$ cat src/design/gdad_pkg.sv
// Package for the Gregorian date adder: payload types, FSM states,
// controller/datapath command and status structs, calendar helpers.
// No dependencies.
package gdad_pkg;

  localparam int DAY_W     = 5;
  localparam int MONTH_W   = 4;
  localparam int YEAR_W    = 12;
  localparam int CFG_IDX_W = 2;
  localparam int YOE_W     = 9;   // year of era, 0..399
  localparam int ERA_W     = 7;   // signed era count
  localparam int YFULL_W   = 16;  // signed full year while stepping
  localparam int R_W       = 23;  // signed remaining-day count
  localparam int SPAN_BIT  = 21;  // |offset| >= 2**21 always leaves 0..4095

  localparam logic [CFG_IDX_W-1:0] CFG_YEAR_MIN = 2'd0;
  localparam logic [CFG_IDX_W-1:0] CFG_YEAR_MAX = 2'd1;

  localparam logic [YEAR_W-1:0] YEAR_MIN_RST = 12'd1800;
  localparam logic [YEAR_W-1:0] YEAR_MAX_RST = 12'd2500;
  localparam logic [YEAR_W-1:0] ERA_YEARS    = 12'd400;
  localparam logic [YOE_W-1:0]  YOE_LAST     = 9'd399;
  localparam logic [YOE_W-1:0]  YEAR_DAYS    = 9'd365;

  localparam logic signed [R_W-1:0]     ERA_DAYS    = 23'sd146097;
  localparam logic signed [R_W-1:0]     ONE_DAY     = 23'sd1;
  localparam logic signed [YFULL_W-1:0] ERA_YEARS_S = 16'sd400;

  localparam logic [MONTH_W-1:0] MONTH_JAN = 4'd1;
  localparam logic [MONTH_W-1:0] MONTH_FEB = 4'd2;
  localparam logic [MONTH_W-1:0] MONTH_DEC = 4'd12;

  typedef enum logic [1:0] {
    ST_OK        = 2'd0,
    ST_RANGE     = 2'd1,
    ST_BAD_START = 2'd2
  } status_t;

  typedef struct packed {
    logic [DAY_W-1:0]   start_day;
    logic [MONTH_W-1:0] start_month;
    logic [YEAR_W-1:0]  start_year;
  } date_in_t;

  typedef struct packed {
    logic [DAY_W-1:0]   result_day;
    logic [MONTH_W-1:0] result_month;
    logic [YEAR_W-1:0]  result_year;
    status_t            status;
  } date_out_t;

  typedef enum logic [2:0] {
    S_IDLE,
    S_DIV,
    S_CHECK,
    S_BACK,
    S_FWD,
    S_YEAR,
    S_MONTH,
    S_FIN
  } state_t;

  typedef struct packed {
    logic load;
    logic div_step;
    logic check;
    logic back_step;
    logic fwd_step;
    logic year_step;
    logic month_step;
    logic finish;
  } dp_cmd_t;

  typedef struct packed {
    logic div_more;    // working year still >= 400
    logic start_stop;  // bad start or hopeless offset
    logic r_neg;
    logic r_ge_era;
    logic r_ge_year;
    logic r_ge_month;
    logic out_full;
  } dp_stat_t;

  // 4/100/400 rule on the year within its 400-year era
  function automatic logic is_leap(input logic [YOE_W-1:0] yoe);
    return (yoe[1:0] == 2'b00) && (yoe != 9'd100) && (yoe != 9'd200) &&
           (yoe != 9'd300);
  endfunction

  function automatic logic [DAY_W-1:0] month_len(input logic [MONTH_W-1:0] m,
                                                 input logic leap);
    logic [DAY_W-1:0] len;
    len = 5'd31;
    case (m) inside
      MONTH_FEB:                len = leap ? 5'd29 : 5'd28;
      4'd4, 4'd6, 4'd9, 4'd11:  len = 5'd30;
      default:                  len = 5'd31;
    endcase
    return len;
  endfunction

endpackage

$ cat src/design/gdad_ctrl.sv
// Controller FSM for the date adder: sequences era split, check,
// era/year/month stepping and result load. Depends on gdad_pkg.
module gdad_ctrl (
  input  logic               clk,
  input  logic               rst_n,
  input  logic               in_valid,
  output logic               in_stall,
  output gdad_pkg::dp_cmd_t  cmd,
  input  gdad_pkg::dp_stat_t stat
);
  import gdad_pkg::*;

  state_t state_r, state_nxt;

  always_ff @(posedge clk) begin
    if (!rst_n) begin
      state_r <= S_IDLE;
    end else begin
      state_r <= state_nxt;
    end
  end

  always_comb begin
    state_nxt = state_r;
    unique case (state_r)
      S_IDLE:  if (in_valid)        state_nxt = S_DIV;
      S_DIV:   if (!stat.div_more)  state_nxt = S_CHECK;
      S_CHECK: state_nxt = stat.start_stop ? S_FIN : S_BACK;
      S_BACK:  if (!stat.r_neg)     state_nxt = S_FWD;
      S_FWD:   if (!stat.r_ge_era)  state_nxt = S_YEAR;
      S_YEAR:  if (!stat.r_ge_year) state_nxt = S_MONTH;
      S_MONTH: if (!stat.r_ge_month) state_nxt = S_FIN;
      S_FIN:   if (!stat.out_full)  state_nxt = S_IDLE;
      default: state_nxt = S_IDLE;
    endcase
  end

  always_comb begin
    cmd = '0;
    unique case (state_r)
      S_IDLE:  cmd.load       = in_valid;
      S_DIV:   cmd.div_step   = stat.div_more;
      S_CHECK: cmd.check      = 1'b1;
      S_BACK:  cmd.back_step  = stat.r_neg;
      S_FWD:   cmd.fwd_step   = stat.r_ge_era;
      S_YEAR:  cmd.year_step  = stat.r_ge_year;
      S_MONTH: cmd.month_step = stat.r_ge_month;
      S_FIN:   cmd.finish     = !stat.out_full;
      default: cmd = '0;
    endcase
  end

  assign in_stall = (state_r != S_IDLE);

endmodule

$ cat src/design/gdad_dp.sv
// Datapath for the date adder: window registers, working date and
// remaining-day count, output register. Depends on gdad_pkg.
module gdad_dp #(
  parameter int OFFSET_BITS = 19
) (
  input  logic                                clk,
  input  logic                                rst_n,
  input  gdad_pkg::dp_cmd_t                   cmd,
  output gdad_pkg::dp_stat_t                  stat,
  input  gdad_pkg::date_in_t                  in_data,
  input  logic [OFFSET_BITS-1:0]              in_day_offset,
  input  logic                                cfg_valid,
  input  logic [gdad_pkg::CFG_IDX_W-1:0]      cfg_index,
  input  logic [gdad_pkg::YEAR_W-1:0]         cfg_wdata,
  input  logic                                out_stall,
  output logic                                out_valid,
  output gdad_pkg::date_out_t                 out_data
);
  import gdad_pkg::*;

  // wide enough to hold the sign-extended offset and the span check
  localparam int OW_EXT = (OFFSET_BITS > R_W - 1) ? OFFSET_BITS + 1 : R_W;

  logic [YEAR_W-1:0]       year_min_r, year_max_r;
  logic [DAY_W-1:0]        sd_r;
  logic [MONTH_W-1:0]      sm_r, m_r;
  logic [YEAR_W-1:0]       sy_r, ywork_r;
  logic [OFFSET_BITS-1:0]  off_r;
  logic signed [ERA_W-1:0] era_r;
  logic signed [R_W-1:0]   r_r;
  status_t                 err_r;
  logic                    out_valid_r;
  date_out_t               out_data_r;

  logic signed [OW_EXT-1:0]  off_ext;
  logic                      off_big;
  logic signed [R_W-1:0]     r_init;
  logic [YOE_W-1:0]          yoe, yoe_inc;
  logic                      yoe_wrap, leap_cur, leap_next;
  logic [DAY_W-1:0]          ml;
  logic [YOE_W-1:0]          ylen;
  logic                      start_bad;
  logic signed [YFULL_W-1:0] era_ext, year_full;
  logic                      win_bad;
  date_out_t                 result;

  // config window
  always_ff @(posedge clk) begin
    if (!rst_n) begin
      year_min_r <= YEAR_MIN_RST;
      year_max_r <= YEAR_MAX_RST;
    end else if (cfg_valid) begin
      case (cfg_index)
        CFG_YEAR_MIN: year_min_r <= cfg_wdata;
        CFG_YEAR_MAX: year_max_r <= cfg_wdata;
        default: ;
      endcase
    end
  end

  assign yoe       = ywork_r[YOE_W-1:0];
  assign yoe_wrap  = (yoe == YOE_LAST);
  assign yoe_inc   = yoe_wrap ? '0 : yoe + YOE_W'(1);
  assign leap_cur  = is_leap(yoe);
  assign leap_next = is_leap(yoe_inc);
  assign ml        = month_len(m_r, leap_cur);
  // 1 m Y -> 1 m Y+1 crosses February of Y when m is Jan/Feb
  assign ylen      = YEAR_DAYS + YOE_W'((m_r <= MONTH_FEB) ? leap_cur : leap_next);

  assign off_ext = OW_EXT'($signed(off_r));
  assign off_big = !((&off_ext[OW_EXT-1:SPAN_BIT]) || !(|off_ext[OW_EXT-1:SPAN_BIT]));
  assign r_init  = $signed(off_ext[R_W-1:0]) +
                   $signed({{(R_W-DAY_W){1'b0}}, sd_r}) - ONE_DAY;

  // valid only once ywork_r has been reduced below 400
  assign start_bad = (sy_r < year_min_r) || (sy_r > year_max_r) ||
                     (sm_r == '0) || (sm_r > MONTH_DEC) ||
                     (sd_r == '0) || (sd_r > ml);

  assign era_ext   = YFULL_W'(era_r);
  assign year_full = era_ext * ERA_YEARS_S +
                     $signed({{(YFULL_W-YOE_W){1'b0}}, yoe});
  assign win_bad   = (year_full < $signed({{(YFULL_W-YEAR_W){1'b0}}, year_min_r})) ||
                     (year_full > $signed({{(YFULL_W-YEAR_W){1'b0}}, year_max_r}));

  always_comb begin
    result.result_day   = sd_r;
    result.result_month = sm_r;
    result.result_year  = sy_r;
    result.status       = err_r;
    if (err_r == ST_OK) begin
      if (win_bad) begin
        result.status = ST_RANGE;
      end else begin
        result.result_day   = r_r[DAY_W-1:0] + DAY_W'(1);
        result.result_month = m_r;
        result.result_year  = year_full[YEAR_W-1:0];
      end
    end
  end

  always_ff @(posedge clk) begin
    if (cmd.load) begin
      sd_r    <= in_data.start_day;
      sm_r    <= in_data.start_month;
      sy_r    <= in_data.start_year;
      off_r   <= in_day_offset;
      m_r     <= in_data.start_month;
      ywork_r <= in_data.start_year;
      era_r   <= '0;
    end
    if (cmd.div_step) begin
      ywork_r <= ywork_r - ERA_YEARS;
      era_r   <= era_r + ERA_W'(1);
    end
    if (cmd.check) begin
      r_r   <= r_init;
      err_r <= start_bad ? ST_BAD_START : (off_big ? ST_RANGE : ST_OK);
    end
    if (cmd.back_step) begin
      r_r   <= r_r + ERA_DAYS;
      era_r <= era_r - ERA_W'(1);
    end
    if (cmd.fwd_step) begin
      r_r   <= r_r - ERA_DAYS;
      era_r <= era_r + ERA_W'(1);
    end
    if (cmd.year_step) begin
      r_r     <= r_r - $signed({{(R_W-YOE_W){1'b0}}, ylen});
      ywork_r <= {{(YEAR_W-YOE_W){1'b0}}, yoe_inc};
      era_r   <= era_r + ERA_W'(yoe_wrap);
    end
    if (cmd.month_step) begin
      r_r <= r_r - $signed({{(R_W-DAY_W){1'b0}}, ml});
      if (m_r == MONTH_DEC) begin
        m_r     <= MONTH_JAN;
        ywork_r <= {{(YEAR_W-YOE_W){1'b0}}, yoe_inc};
        era_r   <= era_r + ERA_W'(yoe_wrap);
      end else begin
        m_r <= m_r + MONTH_W'(1);
      end
    end
    if (cmd.finish) begin
      out_data_r <= result;
    end
  end

  always_ff @(posedge clk) begin
    if (!rst_n) begin
      out_valid_r <= 1'b0;
    end else if (cmd.finish) begin
      out_valid_r <= 1'b1;
    end else if (!out_stall) begin
      out_valid_r <= 1'b0;
    end
  end

  assign stat.div_more   = (ywork_r >= ERA_YEARS);
  assign stat.start_stop = start_bad || off_big;
  assign stat.r_neg      = r_r[R_W-1];
  assign stat.r_ge_era   = (r_r >= ERA_DAYS);
  assign stat.r_ge_year  = (r_r >= $signed({{(R_W-YOE_W){1'b0}}, ylen}));
  assign stat.r_ge_month = (r_r >= $signed({{(R_W-DAY_W){1'b0}}, ml}));
  assign stat.out_full   = out_valid_r;

  assign out_valid = out_valid_r;
  assign out_data  = out_data_r;

endmodule

$ cat src/design/gregorian_date_add_days.sv
// Top level of the Gregorian date adder: start date plus signed day count.
// Instantiates gdad_ctrl and gdad_dp; depends on gdad_pkg.
//
//  channel | handshake             | payload
//  --------+-----------------------+-------------------------------------
//  in      | in_valid / in_stall   | in_data (date_in_t), in_day_offset
//  out     | out_valid / out_stall | out_data (date_out_t)
//  cfg     | cfg_valid / cfg_ready | cfg_index, cfg_wdata (year window)
//
// Sequence: one request at a time. Era split of the start year, check, era steps,
// year steps, month steps, finish; the worst case is set by the year-step loop
// in the datapath.
// Reset (synchronous, rst_n low): window to 1800..2500, FSM idle, output empty.
// A result held by out_stall blocks the finish of the next request, not its accept.
module gregorian_date_add_days #(
  parameter int OFFSET_BITS = 19
) (
  input  logic                           clk,
  input  logic                           rst_n,
  // request channel
  input  logic                           in_valid,
  output logic                           in_stall,
  input  gdad_pkg::date_in_t             in_data,
  input  logic [OFFSET_BITS-1:0]         in_day_offset,
  // result channel
  output logic                           out_valid,
  input  logic                           out_stall,
  output gdad_pkg::date_out_t            out_data,
  // configuration writes
  input  logic                           cfg_valid,
  output logic                           cfg_ready,
  input  logic [gdad_pkg::CFG_IDX_W-1:0] cfg_index,
  input  logic [gdad_pkg::YEAR_W-1:0]    cfg_wdata
);
  import gdad_pkg::*;

  dp_cmd_t  cmd;
  dp_stat_t stat;

  // window registers take a write on any cycle; writes should arrive only when idle, which the block does not enforce
  assign cfg_ready = 1'b1;

  // FSM: walks the stepping phases, at most one datapath command per cycle
  gdad_ctrl u_ctrl (
    .clk      (clk),
    .rst_n    (rst_n),
    .in_valid (in_valid),
    .in_stall (in_stall),
    .cmd      (cmd),
    .stat     (stat)
  );

  // Datapath: remaining-day count r walks from day 1 of the start month.
  // Negative r borrows whole eras (146097 days), then r is spent by eras,
  // years and months; what is left is the day of month minus one.
  // Year is held as era * 400 + year of era so leap years stay a small decode.
  gdad_dp #(
    .OFFSET_BITS (OFFSET_BITS)
  ) u_dp (
    .clk           (clk),
    .rst_n         (rst_n),
    .cmd           (cmd),
    .stat          (stat),
    .in_data       (in_data),
    .in_day_offset (in_day_offset),
    .cfg_valid     (cfg_valid),
    .cfg_index     (cfg_index),
    .cfg_wdata     (cfg_wdata),
    .out_stall     (out_stall),
    .out_valid     (out_valid),
    .out_data      (out_data)
  );

endmodule

$ cat config.mk
export PLATFORM = sky130hd
export DESIGN_NAME = gregorian_date_add_days
export DESIGN_NICKNAME = d
export VERILOG_FILES = /design/src/design/gdad_pkg.sv /design/src/design/gdad_ctrl.sv /design/src/design/gdad_dp.sv /design/src/design/gregorian_date_add_days.sv
export SDC_FILE = /design/constraint.sdc
export NUM_CORES = 1
export LEC_CHECK = 0
export BUFFER_PORTS_ARGS = -buffer_cell sky130_fd_sc_hd__buf_2
export CAP_MARGIN = 20
export CORE_AREA = 2 2 150 152
export CTS_CLUSTER_SIZE = 12
export DETAILED_ROUTE_END_ITERATION = 12
export DIE_AREA = 0 0 152 154
export MAX_ROUTING_LAYER = met4
export PLACE_DENSITY = 0.77
export SYNTH_ARGS = -nofsm -noshare
export SYNTH_HDL_FRONTEND = slang
export SYNTH_HIERARCHICAL = 1
export SYNTH_SLANG_ARGS = --single-unit
$ cat constraint.sdc
create_clock -name clk -period 4.8 [get_ports clk]
set_input_delay 0.48 -clock clk [delete_from_list [all_inputs] [get_ports clk]]
set_output_delay 0.48 -clock clk [all_outputs]
set_load 0.05 [all_outputs]
==> metrics.cfg, run 1 <==
[finish]
n_antenna_cell = 0
drive_above_1_share = 0.1902
fin_cells = 1784
fin_area_sq_um = 13860
area_growth_pct = 17.12
final_nets = 1684

[sta]
finalSetupTns_ns = -0.03147
fin_crit_sh = 1.003
hold_viol = 0
fin_crit_ns = 4.813
finClkSkew_ns = 0.01066
setup_violations = 3
drv_slew = 0
fmax_ghz = 0.2078
whs_ns = 0.2199
slew_headroom = 0.3793
worst_pin_slew_ns = 0.9076
timing.final.ws_setup_ns = -0.01283

[clocking]
root_buffer = clkbuf_16
hold_buffers = 0
cts.sinks = 138
cts_buffers = 17
cts_tree = yes
path_clk_slew_ns = 0.07
htree_levels = 4
cts_max_path_buffers = 2
clock_latency_ns = 0.43

[route]
drt-initial-drc-count = 1258
totalWireLength_um = 35430
route.detailed.drc = 0
vias = 11370
routedWlPerCell_um = 19.86
drt-vias-per-instance = 6.373
drt-pass1-iter-count = 5
drt.antenna.violating_nets = 0

[critical_path]
crit_type = flop to flop
crit_arrival_ns = 4.99
setup.worst_path.start_class = flop
cp.required_ns = 4.98
endpoint_kind = flop
cp_max_fo = 5

[yosys]
synth-seq-cells = 138
ys_warn_count = 6
synthCells = 1376
yosysUniqueCellTypes = 89
avgSynthCellArea_sq_um = 8.601
async_reset_ff_frac = 0
yosys.area.top_type = edfxtp_1
synthTopCellsByArea = edfxtp_1 23%, ha_1 13%, dfxtp_1 8.0%, nand2_1 4.4%, a21oi_1 4.1%
synth_area_sq_um = 11840
ys_seq_area_frac = 0.3104
synth_edf_count = 91
synth_nets = 1569
synth_top_cell_area_share = 0.2309
synth_ff_type = edfxtp_1

[run_status]
violations = negative setup slack
status = finished, violations left

[placement]
dp_hpwl_um = 25610
place_congestion = 0.9886
post_dp_cell_area_sq_um = 12880
pre_cts_slack_ns = -0.04230
dpl.cell_count = 1737
port_buffers = 83

[floorplanning]
core_sq_um = 21690
io-pin-count = 85
die-area_sq_um = 23410
start_util = 0.5457
dieWidth_um = 152
die_h_um = 154
rows = 54

[global_routing]
grt_start_max_net_pins = 35
grt-ovfl-total = 0
antenna_found_initial = 0
grt_usage = 0.2955
grt_pass1_wl_um = 54740
grt_pass1_vias = 10470

[pwr]
p_leak_uw = 0.005633
ir_drop_uv = 277.7
power_density_nw_per_um2 = 529.8

[run]
maxCapViolCount = 0

[hold_path]
hold_path_class = primary input to flop

==> per-layer routing <==
metal / part of all wire / GRT usage / vias up / routed length [um]
met2: 0.46 / 0.4659 / 637 / 16250
met5: 0 / - / - / 0
met4: 0.042 / 0.1259 / 0 / 1503
li1: - / - / 5258 / -
met1: 0.42 / 0.3830 / 5360 / 14850
met3: 0.080 / 0.04087 / 114 / 2822
==> state kept, by name, indices dropped and copies added, names as in the netlist <==
name             cells
u_dp/ywork_r        12
u_dp/sm_r            4
u_dp/sy_r           12
u_dp/r_r            23
u_ctrl/state_r       3
u_dp/year_min_r     12
u_dp/out_valid       1
u_dp/off_r          19
u_dp/out_data       23
u_dp/era_r           7
u_dp/year_max_r     12
u_dp/err_r           1
u_dp/sd_r            5
u_dp/m_r             4
==> where the power goes <==
part	leakage, uW	switching, uW	internal (uW)
registers	0.00123	236	1580
logic	0.00411	2370	1830
clock network	0.000292	595	728
==> metrics by stage <==
stage / total power (uW) / utilization
2_1_floorplan: 4357 / -
4_1_cts: 6774 / 0.6214
3_3_place_gp: 5289 / 0.5940
5_1_grt: 7804 / 0.6391
3_5_place_dp: 5399 / 0.5940
6_report: 7343 / 0.6391
==> cells by family after synthesis <==
kind of cell    count (synthesis)  share of synthesized area
xor+xnor                       75                    0.05614
simple gates                  406                     0.1656
flops                         138                     0.3104
compound gates                407                     0.2256
fa+ha+maj                     134                     0.1467
other cells                     1                  0.0003169
buf+inv                       176                    0.05994
mux                            39                    0.03531
==> cells in the final DEF, fill, tap and decap left out, types with 8 or more instances in the layout <==
cell / Yosys / final
nand3_1: 35 / 34
nor2_1: 86 / 81
o21ai_0: 80 / 75
nor2b_1: 19 / 18
a21oi_1: 96 / 94
inv_1: 96 / 89
a31oi_1: 21 / 21
nand2b_1: 11 / 11
or3_1: 11 / 10
dfxtp_1: 47 / 41
mux2_4: 0 / 13
buf_4: 5 / 81
a21boi_0: 21 / 21
a211oi_1: 26 / 26
clkbuf_16: 0 / 20
ha_1: 126 / 120
o211ai_1: 30 / 30
o22ai_1: 12 / 11
edfxtp_1: 91 / 91
o21a_1: 16 / 16
inv_6: 0 / 8
nand2_1: 139 / 138
xor2_1: 27 / 26
a21o_1: 18 / 18
xnor2_1: 47 / 45
o31ai_1: 11 / 11
nand4_1: 16 / 16
mux2i_1: 19 / 19
nor3_1: 35 / 32
o21ai_1: 9 / 12
buf_2: 0 / 83
==> path summary, 6_finish.rpt <==
check / start / endpoint / slack [ns] / cells past startpoint
max: u_dp/era_r[3] / u_dp/out_data[21] / -0.01 / 20
min: in_data[18] / u_dp/sd_r[2] / 0.22 / 1
max reg2reg: u_dp/era_r[3] / u_dp/out_data[21] / -0.01 / 20
min reg2reg: u_dp/year_max_r[4] / u_dp/year_max_r[4] / 0.47 / 2
==> cell usage after synthesis (7+ instances only) <==
| master | instances |
|---|---|
| fa_1 | 8 |
| nand2_1 | 139 |
| nor3_1 | 35 |
| nor2b_1 | 19 |
| nor2_1 | 86 |
| and2_1 | 7 |
| nand3_1 | 35 |
| xor2_1 | 27 |
| edfxtp_1 | 91 |
| o22ai_1 | 12 |
| mux2_1 | 17 |
| inv_1 | 96 |
| dfxtp_1 | 47 |
| nor3b_1 | 9 |
| or3_1 | 11 |
| clkbuf_1 | 61 |
| o21ai_0 | 80 |
| a21boi_0 | 21 |
| mux2i_1 | 19 |
| a221oi_1 | 8 |
| o21a_1 | 16 |
| o211ai_1 | 30 |
| a211oi_1 | 26 |
| a31oi_1 | 21 |
| xnor2_1 | 47 |
| a21oi_1 | 96 |
| ha_1 | 126 |
| nand2b_1 | 11 |
| o31ai_1 | 11 |
| a21o_1 | 18 |
| nand4_1 | 16 |
| o21ai_1 | 9 |
==> final cells by class <==
class / count / area (sq um)
Fill cell: 1758 / 7828
Timing Repair Buffer: 172 / 1159
Clock inverter: 13 / 112.6
Clock buffer: 19 / 464.2
Tap cell: 280 / 350.3
Inverter: 100 / 380.4
Multi-Input combinational cell: 1062 / 7709
Sequential cell: 138 / 3686
==> worst max-delay path, stage by stage (launching register included) <==
cell	delay [ns]
dfxtp_4	0.39
inv_6	0.05
ha_4	0.26
inv_2	0.03
fa_1	0.52
inv_2	0.05
ha_4	0.26
inv_2	0.04
fa_2	0.63
nor2_4	0.05
xnor2_2	0.17
ha_1	0.32
nand2_1	0.08
nor2_2	0.17
o211ai_1	0.15
o21ai_1	0.24
nand2_2	0.12
a2111oi_4	0.34
buf_6	0.18
clkbuf_16	0.16
mux2_1	0.32
==> repair_timing <==
item                       CTS  global route
pin swaps                    0            14
gates resized for setup      4            66
setup endpoints to repair   23            85
cloned                       0             3
buffers inserted             0            12
Note: power is estimated with default switching activity, not from simulation.
==> inputs of run 2 (changes only) <==
SETUP_SLACK_MARGIN = 0.02   (was not set)
==> run 2 against run 1 <==
  * The run now ends clean
  * Final cell count is 0.28% lower
  * Routed wire length decreased by 0.80%
  * First-iteration DRC count is 2.5% higher
  * Hold slack barely moved
  * Sequential share of layout area up 0.15 points
  * Clock power about the same
  * Critical endpoint is now u_dp/out_data[13]
==> metrics.cfg, run 2 (synthesized netlist as in run 1, its figures left out) <==
[route]
routedWlPerCell_um = 19.76  ; was 19.86 um
route.detailed.drc = 0  ; unchanged
vias = 11340  ; was 11370
drt-vias-per-instance = 6.373  ; about the same
drt.antenna.violating_nets = 0  ; unchanged
drt-pass1-iter-count = 6  ; was 5
drt-initial-drc-count = 1289  ; was 1258
totalWireLength_um = 35150  ; was 35430 um

[clocking]
cts_tree = yes  ; unchanged
clock_latency_ns = 0.43  ; about the same
cts_max_path_buffers = 2  ; unchanged
cts_buffers = 17  ; unchanged
cts.sinks = 138  ; unchanged
htree_levels = 4  ; unchanged
hold_buffers = 0  ; unchanged
path_clk_slew_ns = 0.07  ; about the same
root_buffer = clkbuf_16  ; unchanged

[global_routing]
antenna_found_initial = 0  ; unchanged
grt_start_max_net_pins = 35  ; unchanged
grt_pass1_vias = 10590  ; was 10470
grt_pass1_wl_um = 55630  ; was 54740 um
grt-ovfl-total = 0  ; unchanged
grt_usage = 0.3018  ; was 0.2955

[critical_path]
reg2regPathDepth = 21  ; was 20
crit_type = flop to flop  ; unchanged
crit_top_cell = ha_4  ; was inv_2
cp.required_ns = 4.98  ; about the same
crit_arrival_ns = 4.91  ; was 4.99 ns
critPathMaxStageDelay_ns = 0.62  ; was 0.63 ns
cp_max_fo = 7  ; was 5
worstSetupStartpoint = u_dp/era_r[1]  ; was u_dp/era_r[3]
rr_endpoint = u_dp/out_data[13]  ; was u_dp/out_data[21]
crit_chain = buf_6 -> ha_4 -> xor2_1 -> ha_1 -> ha_4 -> ha_2 -> inv_1 -> fa_2 -> nor2_2 -> xnor2_2 -> ha_4 -> a21oi_2 -> o21a_1 -> o211ai_1 -> o21ai_1 -> nand2_2 -> a2111oi_4 -> buf_4 -> buf_4 -> buf_12 -> mux2_1  ; was inv_6 -> ha_4 -> inv_2 -> fa_1 -> inv_2 -> ha_4 -> inv_2 -> fa_2 -> nor2_4 -> xnor2_2 -> ha_1 -> nand2_1 -> nor2_2 -> o211ai_1 -> o21ai_1 -> nand2_2 -> a2111oi_4 -> buf_6 -> clkbuf_16 -> mux2_1
crit_path_end = u_dp/out_data[13]  ; was u_dp/out_data[21]
setup.worst_path.start_class = flop  ; unchanged
endpoint_kind = flop  ; unchanged
reg2reg_slack_ns = 0.07  ; was -0.01 ns
cpMaxStageDelayCell = fa_2  ; unchanged
r2r_start = u_dp/era_r[1]  ; was u_dp/era_r[3]

[finish]
final_nets = 1679  ; was 1684
drive_above_1_share = 0.1801  ; was 0.1902
final_cell_mix = 137 x nand2_1, 121 x ha_1, 94 x a21oi_1, 93 x inv_1, 91 x edfxtp_1  ; was 138 x nand2_1, 120 x ha_1, 94 x a21oi_1, 91 x edfxtp_1, 89 x inv_1
fin_cells = 1779  ; was 1784
n_fill_cell = 1764  ; was 1758
area_growth_pct = 16.39  ; was 17.12%
final_common_cell = nand2_1  ; unchanged
n_antenna_cell = 0  ; unchanged

[sta]
whs_ns = 0.2203  ; was 0.2199 ns
fin_crit_sh = 0.9846  ; was 1.003
finClkSkew_ns = 0.01160  ; was 0.01066 ns
finalSetupTns_ns = 0  ; was -0.03147 ns
timing.final.ws_setup_ns = 0.07391  ; was -0.01283 ns
fin_crit_ns = 4.726  ; was 4.813 ns
fmax_ghz = 0.2116  ; was 0.2078 GHz
grt_setup_unrepaired = yes
hold_viol = 0  ; unchanged
drv_slew = 0  ; unchanged
setup_violations = 0  ; was 3
worst_pin_slew_ns = 0.9095  ; was 0.9076 ns
slew_headroom = 0.3922  ; was 0.3793

[pwr]
swShare = 0.4395  ; was 0.4360
power_density_nw_per_um2 = 524.2  ; was 529.8 nW/um^2
clockPowerShare = 0.184  ; was 0.180
ir_drop_uv = 274.2  ; was 277.7 uV
p_leak_uw = 0.005581  ; was 0.005633 uW
netSwitchingPower_uw = 3174  ; was 3202 uW
pwr-share-comb = 0.565  ; was 0.572
p_seq_frac = 0.251  ; was 0.247
p_int_uw = 4047  ; was 4142 uW

[run]
maxCapViolCount = 0  ; unchanged

[floorplanning]
die_h_um = 154  ; unchanged
dieWidth_um = 152  ; unchanged
io-pin-count = 85  ; unchanged
start_util = 0.5457  ; unchanged
die-area_sq_um = 23410  ; unchanged
rows = 54  ; unchanged
core_sq_um = 21690  ; unchanged

[placement]
port_buffers = 83  ; unchanged
dp_hpwl_um = 25610  ; unchanged
dpl.cell_count = 1737  ; unchanged
place_congestion = 0.9886  ; unchanged
pre_cts_slack_ns = -0.04230  ; unchanged

[hold_path]
hold_path_class = primary input to flop  ; unchanged
hold_depth = 1  ; unchanged

[run_status]
status = finished clean  ; was finished, violations left

==> run 2: changes by cell type in the layout (fill, tap and decap cells not counted), sizes merged <==
cell | previous run | this run
buf | 170 | 165
==> run 2: metrics by stage <==
stage,cell area (sq um),util,power [uW]
floorplan,11840,-,4357
CTS,13610,0.6274,6985
global placement,12880,0.5940,5289
detailed placement,12880,0.5940,5399
global route,13770,0.6351,7672
finish,13770,0.6351,7221
==> run 2: power groups by stage <==
| stage | logic (uW) | clock network, uW | registers, uW |
|---|---|---|---|
| after CTS | 3850 | 1330 | 1800 |
| final | 4080 | 1330 | 1810 |
| after floorplan | 2630 | 0 | 1730 |
| after global routing | 4440 | 1390 | 1840 |
| after global placement | 3480 | 0 | 1810 |
| after detailed placement | 3580 | 0 | 1820 |
==> run 2: routing by layer <==
metal  vias to the layer above  global-route usage  wire (um)
met5                         -                   -          0
met4                         0              0.1340       1540
met3                       118             0.04425       2826
met2                       624              0.4783      16080
met1                      5344              0.3853      14700
li1                       5251                   -          -
==> run 2: layout make-up <==
type	count	area, sq um	share of cell area
clock inverters	13	112.6	0.008175
clock buffers	19	464.2	0.03370
well taps	280	350.3	0.02543
flip-flops and latches	138	3684	0.2674
inverters	100	375.4	0.02725
multi-input cells	1062	7662	0.5563
repair buffers	167	1126	0.08175
==> run 2: worst min-delay path by stage <==
stage / startpoint / to / slack [ns]
2_1_floorplan: u_dp/year_max_r[1] / u_dp/year_max_r[1] / 0.44
5_1_grt: in_day_offset[2] / u_dp/off_r[2] / 0.21
3_5_place_dp: u_dp/year_min_r[7] / u_dp/year_min_r[7] / 0.46
4_1_cts: in_data[18] / u_dp/sd_r[2] / 0.21
6_report: in_data[18] / u_dp/sd_r[2] / 0.22
3_3_place_gp: u_dp/year_max_r[5] / u_dp/year_max_r[5] / 0.45
==> run 2: what timing repair did <==
item	in CTS	in global routing
gates resized for setup	16	40
gates cloned	2	0
endpoints found under the hold margin	0	0
pin swaps	6	14
setup buffers	2	6
setup endpoints to repair	25	86
==> run 2: worst max-delay path, delay by kind of cell, from the launching register on <==
kind | cells | cell delay [ns]
adders and majority gates | 6 | 1.85
and+or+nand+nor | 2 | 0.17
xor gates and xnor gates | 2 | 0.39
AOI/OAI and AO/OA | 5 | 0.76
buffers and inverters | 5 | 0.64
DFF | 1 | 0.33
muxes | 1 | 0.32
==> inputs of run 3 (changes only) <==
==> constraint.sdc (replaced) <==
create_clock -name clk -period 4.8 [get_ports clk]
set_input_delay 0.24 -clock clk [delete_from_list [all_inputs] [get_ports clk]]
set_output_delay 0.24 -clock clk [all_outputs]
set_load 0.05 [all_outputs]
==> run 3 against run 2 <==
  * Design area is 1.8% higher
  * Routed wire length is 0.51% higher
  * Sequential share of layout area is 0.48 points lower
==> metrics.cfg, run 3 (synthesized netlist as in run 1, its figures left out) <==
[sta]
hold_viol = 0  ; unchanged
timing.final.ws_setup_ns = 0.07606  ; was 0.07391 ns
setup_violations = 0  ; unchanged
grt_setup_unrepaired = yes  ; unchanged
fmax_ghz = 0.2117  ; was 0.2116 GHz
finClkSkew_ns = 0.01117  ; was 0.01160 ns
fin_crit_ns = 4.724  ; was 4.726 ns
fin_crit_sh = 0.9842  ; was 0.9846
drv_slew = 0  ; unchanged
slew_headroom = 0.3920  ; was 0.3922
whs_ns = 0.007981  ; was 0.2203 ns
worst_pin_slew_ns = 0.9099  ; was 0.9095 ns

[floorplanning]
die_h_um = 154  ; unchanged
io-pin-count = 85  ; unchanged
start_util = 0.5457  ; unchanged
die-area_sq_um = 23410  ; unchanged
core_sq_um = 21690  ; unchanged
rows = 54  ; unchanged
dieWidth_um = 152  ; unchanged

[pwr]
p_leak_uw = 0.005686  ; was 0.005581 uW
power_density_nw_per_um2 = 515.8  ; was 524.2 nW/um^2
ir_drop_uv = 274.2  ; about the same
p_total_uw = 7234  ; was 7221 uW

[critical_path]
path_buf_inv = 5  ; unchanged
rr_endpoint = u_dp/out_data[13]  ; unchanged
r2r_start = u_dp/era_r[1]  ; unchanged
cpMaxStageDelayCell = fa_2  ; unchanged
reg2reg_slack_ns = 0.08  ; was 0.07 ns
crit_path_end = u_dp/out_data[13]  ; unchanged
reg2regPathDepth = 21  ; unchanged
critPathMaxStageDelay_ns = 0.62  ; about the same
crit_type = flop to flop  ; unchanged
endpoint_kind = flop  ; unchanged
cp_num_cells = 21  ; unchanged
crit_family = adder cells  ; unchanged
crit_chain = buf_6 -> ha_4 -> xor2_1 -> ha_1 -> ha_4 -> ha_2 -> inv_1 -> fa_2 -> nor2_2 -> xnor2_2 -> ha_4 -> a21oi_2 -> o21a_1 -> o211ai_1 -> o21ai_1 -> nand2_2 -> a2111oi_4 -> buf_4 -> buf_4 -> buf_12 -> mux2_1  ; unchanged
cp.required_ns = 4.98  ; about the same
crit_arrival_ns = 4.90  ; was 4.91 ns
cp_max_fo = 7  ; unchanged
crit_top_cell = ha_4  ; unchanged
worstSetupStartpoint = u_dp/era_r[1]  ; unchanged
setup.worst_path.start_class = flop  ; unchanged

[placement]
pre_cts_slack_ns = -0.04230  ; unchanged
port_buffers = 83  ; unchanged
dp_hpwl_um = 25610  ; unchanged
place_congestion = 0.9886  ; unchanged

[finish]
n_fill_cell = 1739  ; was 1764
final_common_cell = nand2_1  ; unchanged
n_antenna_cell = 0  ; unchanged
area_growth_pct = 18.50  ; was 16.39%
final_nets = 1704  ; was 1679
final_cell_mix = 137 x nand2_1, 121 x ha_1, 94 x a21oi_1, 93 x inv_1, 91 x edfxtp_1  ; unchanged
drive_above_1_share = 0.1772  ; was 0.1801

[route]
drt-pass1-iter-count = 5  ; was 6
totalWireLength_um = 35330  ; was 35150 um
vias = 11360  ; was 11340
drt-vias-per-instance = 6.294  ; was 6.373
routedWlPerCell_um = 19.58  ; was 19.76 um
drt-initial-drc-count = 1254  ; was 1289
route.detailed.drc = 0  ; unchanged
drt.antenna.violating_nets = 0  ; unchanged

[clocking]
path_clk_slew_ns = 0.07  ; about the same
cts_buffers = 17  ; unchanged
cts.sinks = 138  ; unchanged
htree_levels = 4  ; unchanged
clock_latency_ns = 0.43  ; about the same
root_buffer = clkbuf_16  ; unchanged
cts_tree = yes  ; unchanged
cts_max_path_buffers = 2  ; unchanged

[global_routing]
grt-ovfl-total = 0  ; unchanged
grt_usage = 0.3039  ; was 0.3018
grt_pass1_wl_um = 55970  ; was 55630 um
antenna_found_initial = 0  ; unchanged
grt_pass1_vias = 10670  ; was 10590
grt_start_max_net_pins = 35  ; unchanged

[run_status]
status = finished clean  ; unchanged

[run]
maxCapViolCount = 0  ; unchanged

[hold_path]
hold_path_class = primary input to flop  ; unchanged

-- run 3: cell count changes in the layout (fill, tap and decap cells not counted) --
| cell | before | now |
|---|---|---|
| dlygate4sd3_1 | 0 | 25 |
-- run 3: how the worst min path moves through the flow --
| stage | to | slack [ns] | cells after the start | from |
|---|---|---|---|---|
| 6_report | u_dp/sy_r[1] | 0.008 | 1 | in_data[1] |
| 5_1_grt | u_dp/sm_r[1] | 0.0008 | 1 | in_data[13] |
| 4_1_cts | u_dp/sy_r[1] | 0.0008 | 1 | in_data[1] |
| 3_5_place_dp | u_dp/off_r[10] | 0.42 | 1 | in_day_offset[10] |
| 3_3_place_gp | u_dp/off_r[6] | 0.42 | 1 | in_day_offset[6] |
| 2_1_floorplan | u_dp/off_r[0] | 0.34 | 0 | in_day_offset[0] |
-- run 3: area by class of cell --
class | count | area [sq um] | share of cell area
clock inverters | 13 | 112.6 | 0.008029
repair buffers | 192 | 1376 | 0.09814
clock buffers | 19 | 464.2 | 0.03310
well taps | 280 | 350.3 | 0.02498
multi-input cells | 1062 | 7662 | 0.5463
flip-flops and latches | 138 | 3684 | 0.2626
inverters | 100 | 375.4 | 0.02676
-- run 3: worst reg2reg max path, delay by kind of cell, from the launching register on --
| kind | cells | cell delay [ns] |
|---|---|---|
| multiplexers | 1 | 0.33 |
| flip-flops | 1 | 0.33 |
| buffers and inverters | 5 | 0.64 |
| AND/OR/NAND/NOR | 2 | 0.17 |
| XOR/XNOR | 2 | 0.39 |
| adder cells (fa/ha/maj) | 6 | 1.85 |
| AO/OA/AOI/OAI | 5 | 0.76 |
-- run 3: timing repair --
| action | CTS | global route |
|---|---|---|
| cloned | 2 | 0 |
| gates resized for setup | 16 | 40 |
| endpoints found under the setup margin | 25 | 86 |
| setup buffers | 2 | 6 |
| endpoints found under the hold margin | 25 | 0 |
| pin swaps | 6 | 14 |
| hold buffers | 25 | 0 |
-- run 3: layer usage --
metal / vias up / wire length, um / global-route usage
met1: 5363 / 14810 / 0.3857
met3: 119 / 2735 / 0.04481
met5: - / 0 / -
li1: 5300 / - / -
met2: 573 / 16260 / 0.4843
met4: 0 / 1527 / 0.1344
-- run 3: power breakdown --
group / switching, uW / leakage [uW] / internal (uW) / total (uW)
registers: 232 / 0.00123 / 1580 / 1810
clock network: 599 / 0.000292 / 728 / 1330
logic: 2340 / 0.00416 / 1750 / 4090
-- run 3: stage by stage --
step / TNS (ns) / util / instance area (sq um) / instances
5_1_grt: -0.7997 / 0.6466 / 14020 / 1804
6_report: 0 / 0.6466 / 14020 / 1804
4_1_cts: 0 / 0.6389 / 13860 / 1798
3_3_place_gp: 0 / 0.5940 / 12880 / 1737
3_5_place_dp: -0.4234 / 0.5940 / 12880 / 1737
2_1_floorplan: 0 / - / 11840 / 1376
